File: src/gle_pkg.sv
package gle_pkg;

    localparam int CODE_W           = 12;
    localparam int ACC_W            = 20;
    localparam int LINK_W           = 13;
    localparam int KEY_W            = 20;
    localparam int MAX_CODES        = 4096;
    localparam int DEF_HASH_BUCKETS = 8192;

    localparam logic [CODE_W-1:0] CLEAR_CODE = 12'd256;
    localparam logic [CODE_W-1:0] END_CODE   = 12'd257;
    localparam logic [CODE_W-1:0] FIRST_FREE = 12'd258;
    localparam logic [CODE_W-1:0] FULL_MARK  = 12'd4094;
    localparam logic [3:0]        MIN_WIDTH  = 4'd9;
    localparam logic [3:0]        TOP_WIDTH  = 4'd12;

    typedef enum logic [3:0] {
        ST_CLEARING,
        ST_IDLE,
        ST_START,
        ST_TAIL,
        ST_HEAD_RD,
        ST_HEAD_CHK,
        ST_PAIR_CHK,
        ST_MISS_SEND,
        ST_ADD,
        ST_FULL_CLR,
        ST_LAST_PFX,
        ST_LAST_END,
        ST_DRAIN,
        ST_FLUSH
    } state_t;

    typedef enum logic [1:0] {
        SEL_PREFIX,
        SEL_CLEAR,
        SEL_END
    } code_sel_t;

    typedef struct packed {
        logic      take;
        logic      start;
        logic      head_rd;
        logic      head_latch;
        logic      head_follow;
        logic      pair_follow;
        logic      hit;
        logic      send;
        code_sel_t sel;
        logic      add;
        logic      full_clr;
        logic      push;
        logic      push_last;
        logic      flush;
        logic      finish;
        logic      clr_wr;
    } cmd_t;

    typedef struct packed {
        logic in_valid;
        logic in_image;
        logic last;
        logic head_valid;
        logic hit;
        logic follow;
        logic full;
        logic cnt_ge8;
        logic cnt_eq8;
        logic cnt_nz;
        logic out_free;
        logic clr_last;
    } sts_t;

endpackage

File: src/gle_ctrl.sv
module gle_ctrl
    import gle_pkg::*;
(
    input  logic clk,
    input  logic rst_n,
    input  sts_t sts,
    output cmd_t cmd
);

    state_t state_reg, state_next;
    state_t ret_reg, ret_next;

    always_ff @(posedge clk or negedge rst_n)
    begin
        if (!rst_n)
        begin
            state_reg <= ST_CLEARING;
            ret_reg   <= ST_IDLE;
        end
        else
        begin
            state_reg <= state_next;
            ret_reg   <= ret_next;
        end
    end

    always_comb
    begin
        state_next = state_reg;
        ret_next   = ret_reg;
        unique case (state_reg)
            ST_CLEARING:
            begin
                if (sts.clr_last)
                begin
                    state_next = ST_IDLE;
                end
            end
            ST_IDLE:
            begin
                if (sts.in_valid)
                begin
                    state_next = sts.in_image ? ST_HEAD_RD : ST_START;
                end
            end
            ST_START:
            begin
                state_next = ST_DRAIN;
                ret_next   = ST_TAIL;
            end
            ST_TAIL:
            begin
                state_next = sts.last ? ST_LAST_PFX : ST_IDLE;
            end
            ST_HEAD_RD:
            begin
                state_next = ST_HEAD_CHK;
            end
            ST_HEAD_CHK:
            begin
                state_next = sts.head_valid ? ST_PAIR_CHK : ST_MISS_SEND;
            end
            ST_PAIR_CHK:
            begin
                priority if (sts.hit)
                begin
                    state_next = ST_TAIL;
                end
                else if (sts.follow)
                begin
                    state_next = ST_PAIR_CHK;
                end
                else
                begin
                    state_next = ST_MISS_SEND;
                end
            end
            ST_MISS_SEND:
            begin
                state_next = ST_DRAIN;
                ret_next   = ST_ADD;
            end
            ST_ADD:
            begin
                state_next = sts.full ? ST_FULL_CLR : ST_TAIL;
            end
            ST_FULL_CLR:
            begin
                state_next = ST_DRAIN;
                ret_next   = ST_TAIL;
            end
            ST_LAST_PFX:
            begin
                state_next = ST_DRAIN;
                ret_next   = ST_LAST_END;
            end
            ST_LAST_END:
            begin
                state_next = ST_DRAIN;
                ret_next   = ST_FLUSH;
            end
            ST_DRAIN:
            begin
                if (!sts.cnt_ge8)
                begin
                    state_next = ret_reg;
                end
            end
            ST_FLUSH:
            begin
                if (!sts.cnt_nz || sts.out_free)
                begin
                    state_next = ST_IDLE;
                end
            end
            default:
            begin
                state_next = ST_IDLE;
            end
        endcase
    end

    always_comb
    begin
        cmd = '0;
        cmd.sel = SEL_PREFIX;
        unique case (state_reg)
            ST_CLEARING:  cmd.clr_wr = 1'b1;
            ST_IDLE:      cmd.take = 1'b1;
            ST_START:     cmd.start = 1'b1;
            ST_TAIL:      cmd.take = 1'b0;
            ST_HEAD_RD:   cmd.head_rd = 1'b1;
            ST_HEAD_CHK:
            begin
                cmd.head_latch  = 1'b1;
                cmd.head_follow = sts.head_valid;
            end
            ST_PAIR_CHK:
            begin
                cmd.hit         = sts.hit;
                cmd.pair_follow = !sts.hit && sts.follow;
            end
            ST_MISS_SEND: cmd.send = 1'b1;
            ST_ADD:       cmd.add = 1'b1;
            ST_FULL_CLR:
            begin
                cmd.send     = 1'b1;
                cmd.sel      = SEL_CLEAR;
                cmd.full_clr = 1'b1;
            end
            ST_LAST_PFX:  cmd.send = 1'b1;
            ST_LAST_END:
            begin
                cmd.send = 1'b1;
                cmd.sel  = SEL_END;
            end
            ST_DRAIN:
            begin
                cmd.push      = sts.cnt_ge8 && sts.out_free;
                cmd.push_last = (ret_reg == ST_FLUSH) && sts.cnt_eq8;
            end
            ST_FLUSH:
            begin
                cmd.flush  = sts.cnt_nz && sts.out_free;
                cmd.finish = !sts.cnt_nz || sts.out_free;
            end
            default:      cmd.take = 1'b0;
        endcase
    end

endmodule

File: config.mk
export PLATFORM = sky130hd
export DESIGN_NAME = gle_ctrl
export DESIGN_NICKNAME = d
export VERILOG_FILES = /design/src/gle_pkg.sv /design/src/gle_ctrl.sv
export SDC_FILE = /design/constraint.sdc
export NUM_CORES = 1
export LEC_CHECK = 0
export BUFFER_PORTS_ARGS = -buffer_cell sky130_fd_sc_hd__clkbuf_2
export CAP_MARGIN = 25
export CORE_MARGIN = 5
export CORE_UTILIZATION = 49
export CTS_BUF_LIST = sky130_fd_sc_hd__clkbuf_4 sky130_fd_sc_hd__clkbuf_8 sky130_fd_sc_hd__clkbuf_16
export CTS_CLUSTER_DIAMETER = 30
export DETAILED_ROUTE_END_ITERATION = 12
export PLACE_DENSITY_LB_ADDON = 0.25
export SLEW_MARGIN = 20
export SYNTH_ARGS = -nofsm -noshare
export SYNTH_HDL_FRONTEND = slang
export SYNTH_SLANG_ARGS = --single-unit
export TNS_END_PERCENT = 10
File: constraint.sdc
create_clock -name clk -period 1.7 [get_ports clk]
set_input_delay 0.17 -clock clk [delete_from_list [all_inputs] [get_ports clk]]
set_output_delay 0.17 -clock clk [all_outputs]
set_load 0.1 [all_outputs]
==> flow_summary.toml, run 1 <==
[die]
fp-row-count = 15
dieWidth_um = 51.9
initial_core_util = 0.505
dieArea_mm2 = 0.00270
pin_count = 31
die_y_um = 51.9
core_mm2 = 0.00171

[placement]
dp_hpwl_mm = 2.26
place_ws_ns = 0.173
place_area_mm2 = 0.00139
dp.cells = 169
place.port_buffers = 30
place.gp.congestion = 0.937

[logic_synthesis]
synthesis.area_um2 = 862
ys_seq_elements = 8
synth_ff_type = "dfrtp_1"
yosysSeqAreaShare = 0.234
synth_nets = 126
synth_cell_types = 39
synthesis.instances = 112
async_flop_share = 1.00
synth_edf_count = 0
synth_warnings = 0
avgSynthCellArea_um2 = 7.70

[timing]
final.setup.worst_slack_ns = -0.0524
rsz0062_at_grt = "true"
relSlewSlack = 0.731
hold_viol_final = 0
setup_violations = 5
maxSlewViolCount = 0
clock.fmax_mhz = 571
clock_skew_ns = 0.0118
fin_crit_ns = 1.75
period_share = 1.03
worstMarginPinSlew_ns = 0.404

[setup_path]
cp_num_buf_inv = 2
cp_cell_sequence = "buf_6 -> nor2_1 -> nor2_2 -> nand2_1 -> o21ai_2 -> buf_12"
critical_path.startpoint_type = "flip-flop"
slowest_stage = "dfrtp_1"
slowest_delay_ns = 0.43
cp.required_ns = 1.53
cp_max_fo = 12
cp_top_family = "flip-flops"
worstPathArrival_ns = 1.58
critPathCaptureType = "output pin"
r2r_setup_slack_ns = 0.06
critPathKind = "reg2out"

[detailed_routing]
avgRoutedWirePerCell_um = 21.7
vias = 1200
drtIter0Drc = 91
vias_per_cell = 6.59
ant_nets = 0
drt_first_pass_iters = 5
drt_wl_total_mm = 3.96
drc = 0

[clock_network]
cts_max_path_buffers = 2
clk_pin_slew_worst_paths_ns = 0.06
cts_buffers = 3
ctsHtreeMaxLevel = 1
cts_tree = "yes"
clock-sinks = 8
root_buffer = "clkbuf_4"
clk_latency_ns = 0.27

[grt]
grt-ovfl-total = 0
grt_pass1_vias = 1059
grt_max_degree = 13
antenna_found_initial = 0
grt_usage = 0.257
grt_pass1_wl_mm = 5.10

[cells_and_area]
final_cell_area_mm2 = 0.00159
nets = 172
antenna_cells = 0
layout.cells.non_filler = 182
drive_above_1_share = 0.554
fill_cells = 51
area_delta_synth_final_pct = 84.3
final_util = 0.930

[power_and_ir_drop]
irDropWorstVdd_uv = 1570
total_power_uw = 3280
pwr_density_cell_mw_per_mm2 = 2070
p_leak_uw = 0.000671
power.share.sequential = 0.129
pwr-share-comb = 0.815
clock_power_share = 0.056
p_sw_uw = 1860
netSwitchingFraction = 0.565
cellInternalPower_uw = 1430

[min_path]
hold_path_class = "in2async"

[flow_run]
max_cap_viol_count = 0

[run_status]
outcome = "complete, but fails checks"
violations = "setup timing"
-- final timing paths --
path	from	endpoint	cells after the start
min reg2reg	ret_reg[0]$_DFFE_PN1P_	ret_reg[0]$_DFFE_PN1P_	1
min	rst_n	state_reg[3]$_DFFE_PN0P_	2
max reg2reg	state_reg[2]$_DFFE_PN0P_	state_reg[3]$_DFFE_PN0P_	5
max	state_reg[1]$_DFFE_PN0P_	cmd[9]	6
max in group asynchronous	rst_n	ret_reg[0]$_DFFE_PN1P_	2
min in group clk	sts[9]	state_reg[1]$_DFFE_PN0P_	4
-- metrics by stage --
step / hold slack [ns] / setup TNS, ns
CTS: 0.290 / -0.0633
global placement: 0.0178 / 0
detailed placement: 0.0219 / 0
floorplan: -0.126 / -3.02
global route: 0.288 / -0.495
finish: 0.290 / -0.175
-- kinds of logic after synthesis --
logic type | Yosys count | share of synthesized area
AOI/OAI and AO/OA | 31 | 0.267
muxes | 2 | 0.0232
DFF | 8 | 0.234
and+or+nand+nor | 55 | 0.358
buffers and inverters | 16 | 0.118
-- cells in the mapped netlist (2+ instances only) --
master	instances	area, um^2
a22oi_1	2	15.0
o21ai_0	5	25.0
o21ai_1	2	10.0
nor3_1	10	50.1
mux2i_1	2	20.0
nand2_1	7	26.3
nand2b_1	8	50.1
a21oi_1	5	25.0
and3_1	5	31.3
inv_1	5	18.8
nor2_1	11	41.3
nand3b_1	2	15.0
a32oi_1	3	26.3
nor2b_1	2	12.5
buf_6	3	33.8
dfrtp_1	7	175
a31oi_1	3	18.8
buf_4	4	30.0
buf_2	3	15.0
and2b_1	3	22.5
nand3_1	2	10.0
-- layer usage --
layer	up-vias	global-route usage	wire length [um]
met3	33	0.0544	386
met5	-	0	0
met2	114	0.435	1890
met1	553	0.298	1420
met4	0	0.140	255
li1	500	-	-
-- worst register-to-register path, delay by kind of cell, from the launching register on --
| kind | cells | cell delay (ns) |
|---|---|---|
| and+or+nand+nor | 1 | 0.25 |
| AOI/OAI and AO/OA | 3 | 0.61 |
| buffers and inverters | 1 | 0.17 |
| DFF | 1 | 0.47 |
-- power groups by stage --
stage | Combinational [uW] | Sequential, uW | Clock, uW
after floorplan | 1600 | 364 | 0
after global placement | 2220 | 380 | 0
after detailed placement | 2260 | 389 | 0
after CTS | 2340 | 390 | 177
after global routing | 2790 | 428 | 201
final | 2680 | 424 | 183
-- final cells by class --
type / instances / area (um^2) / share of cell area
inverters: 6 / 22.5 / 0.0142
repair buffers: 51 / 588 / 0.370
clock buffers: 4 / 30.0 / 0.0189
well taps: 25 / 31.3 / 0.0197
flip-flops and latches: 8 / 204 / 0.128
multi-input cells: 88 / 713 / 0.449
-- cells in the final DEF, fill, tap and decap left out, types with 3 or more instances in the layout --
master,netlist,final
nand2b_1,8,4
nor2_1,11,7
dfrtp_1,7,5
and3_4,0,4
clkbuf_4,0,4
o21ai_0,5,4
a21oi_1,5,5
buf_6,3,6
buf_12,0,17
a31oi_1,3,3
nand2_1,7,6
inv_1,5,5
nor2_2,0,3
clkbuf_2,0,13
a32oi_1,3,3
buf_4,4,14
nor3_1,10,4
nor3_4,0,7
-- what timing repair did --
item,in CTS,in global routing
gates resized for setup,12,15
hold buffers,1,0
pin swaps,1,6
endpoints found under the hold margin,8,0
endpoints found under the setup margin,12,17
gates cloned,0,0
buffers inserted,0,8
(Power assumes the default switching activity.)
==> inputs of run 2 (changes only) <==
- BUFFER_PORTS_ARGS: -buffer_cell sky130_fd_sc_hd__clkbuf_2 -> -buffer_cell sky130_fd_sc_hd__buf_2
- HOLD_SLACK_MARGIN: not set -> 0.02
==> run 2 against run 1 <==
Net effect: cell count up 1.6%; worst setup slack worse by 0.090 ns; power up 5.0%; fmax down 4.9%; core utilization up 3.4 points; highest routed layer unchanged; sequential power up 4%; critical path depth unchanged; the run still ends with setup timing left; global-route usage down 0.86 points.
==> flow_summary.toml, run 2 (same netlist as run 1, synthesis figures left out) <==
[detailed_routing]
drtIter0Drc = 142
drt_wl_total_mm = 4.65
vias = 1282
ant_nets = 0
drc = 0
avgRoutedWirePerCell_um = 25.1
vias_per_cell = 6.93
drt_first_pass_iters = 5

[cells_and_area]
final_cell_area_mm2 = 0.00165
area_delta_synth_final_pct = 91.0
nets = 175
layout_commonest_cell = "buf_12"
mostFrequentLayoutCells = "buf_12 (18), buf_4 (15), buf_2 (13), nor3_4 (7), buf_6 (7)"
antenna_cells = 0
layout.cells.non_filler = 185
drive_above_1_share = 0.581
fill_cells = 33

[placement]
place.gp.congestion = 0.943
place.port_buffers = 30
place_area_mm2 = 0.00139
place_ws_ns = 0.170
dp.cells = 169
dp_hpwl_mm = 2.26

[timing]
hold_viol_final = 0
period_share = 1.08
clock.fmax_mhz = 543
finalSetupTns_ns = -0.305
rsz0062_at_grt = "true"
final.setup.worst_slack_ns = -0.142
setup_violations = 9
maxSlewViolCount = 0
fin_crit_ns = 1.84
relSlewSlack = 0.735
worstMarginPinSlew_ns = 0.392
clock_skew_ns = 0.0224

[power_and_ir_drop]
pwr_density_cell_mw_per_mm2 = 2090
irDropWorstVdd_uv = 1950
total_power_uw = 3450
p_leak_uw = 0.000704

[setup_path]
critical_path.startpoint_type = "flip-flop"
worstPathArrival_ns = 1.67
cp_num_cells = 6
cp_num_buf_inv = 3
cp_max_fo = 6
cp.required_ns = 1.53
r2r_cells = 5
critPathCaptureType = "output pin"
slowest_delay_ns = 0.41
critPathKind = "reg2out"
cp_cell_sequence = "buf_6 -> buf_4 -> nor2_2 -> nand2_1 -> o21ai_2 -> buf_12"
slowest_stage = "dfrtp_1"
cp_top_family = "buffers and inverters"

[die]
fp-row-count = 15
dieWidth_um = 51.9
die_y_um = 51.9
initial_core_util = 0.505
core_mm2 = 0.00171
pin_count = 31
dieArea_mm2 = 0.00270

[grt]
grt-ovfl-total = 0
grt_usage = 0.248
grt_pass1_vias = 1018
grt_pass1_wl_mm = 4.93
grt_max_degree = 14
antenna_found_initial = 0

[clock_network]
ctsHtreeMaxLevel = 1
root_buffer = "clkbuf_4"
cts_max_path_buffers = 2
cts_buffers = 3
clk_pin_slew_worst_paths_ns = 0.09
clock-sinks = 8
clk_latency_ns = 0.30
cts_tree = "yes"

[min_path]
hold_path_class = "in2async"

[run_status]
outcome = "complete, but fails checks"
violations = "setup timing"

[flow_run]
max_cap_viol_count = 0
## run 2: metal layers
layer | routed length, um | global-route usage
met1 | 1530 | 0.301
met2 | 2190 | 0.431
met3 | 575 | 0.0401
met4 | 353 | 0.100
met5 | 0 | 0
## run 2: area by class of cell
class                           instances  area, um^2  share of cell area
Tap cell                               25        31.3              0.0190
Clock buffer                            4        30.0              0.0182
Sequential cell                         8         205               0.125
Inverter                                6        22.5              0.0137
Multi-Input combinational cell         88         731               0.444
Timing Repair Buffer                   54         627               0.381
## run 2: stage by stage
step / utilization / hold slack [ns]
2_1_floorplan: - / -0.126
3_3_place_gp: 0.816 / 0.0190
3_5_place_dp: 0.816 / 0.0226
4_1_cts: 0.864 / 0.274
5_1_grt: 0.964 / 0.311
6_report: 0.964 / 0.284
## run 2: worst paths after layout
path                                               start                       end  slack (ns)
worst max-delay path            state_reg[2]$_DFFE_PN0P_                    cmd[9]       -0.14
worst min-delay path                               rst_n  state_reg[1]$_DFFE_PN0P_        0.28
worst max register to register  state_reg[2]$_DFFE_PN0P_  state_reg[3]$_DFFE_PN0P_        0.02
worst min register to register    ret_reg[0]$_DFFE_PN1P_    ret_reg[0]$_DFFE_PN1P_        0.61
max in group asynchronous                          rst_n    ret_reg[0]$_DFFE_PN1P_        1.14
min in group clk                                  sts[9]  state_reg[1]$_DFFE_PN0P_        0.32
## run 2: repair_timing
item                                   in CTS  in global routing
gates resized for setup                    11                 25
hold buffers                                1                  0
endpoints found under the hold margin       8                  0
pin swaps                                   1                  8
setup buffers                               0                 11
setup endpoints to repair                  12                 16
gates cloned                                0                  0
## run 2: where the power goes
group	internal, uW	switching, uW	total [uW]
Clock	107	102	209
Sequential	294	149	443
Combinational	1080	1710	2800
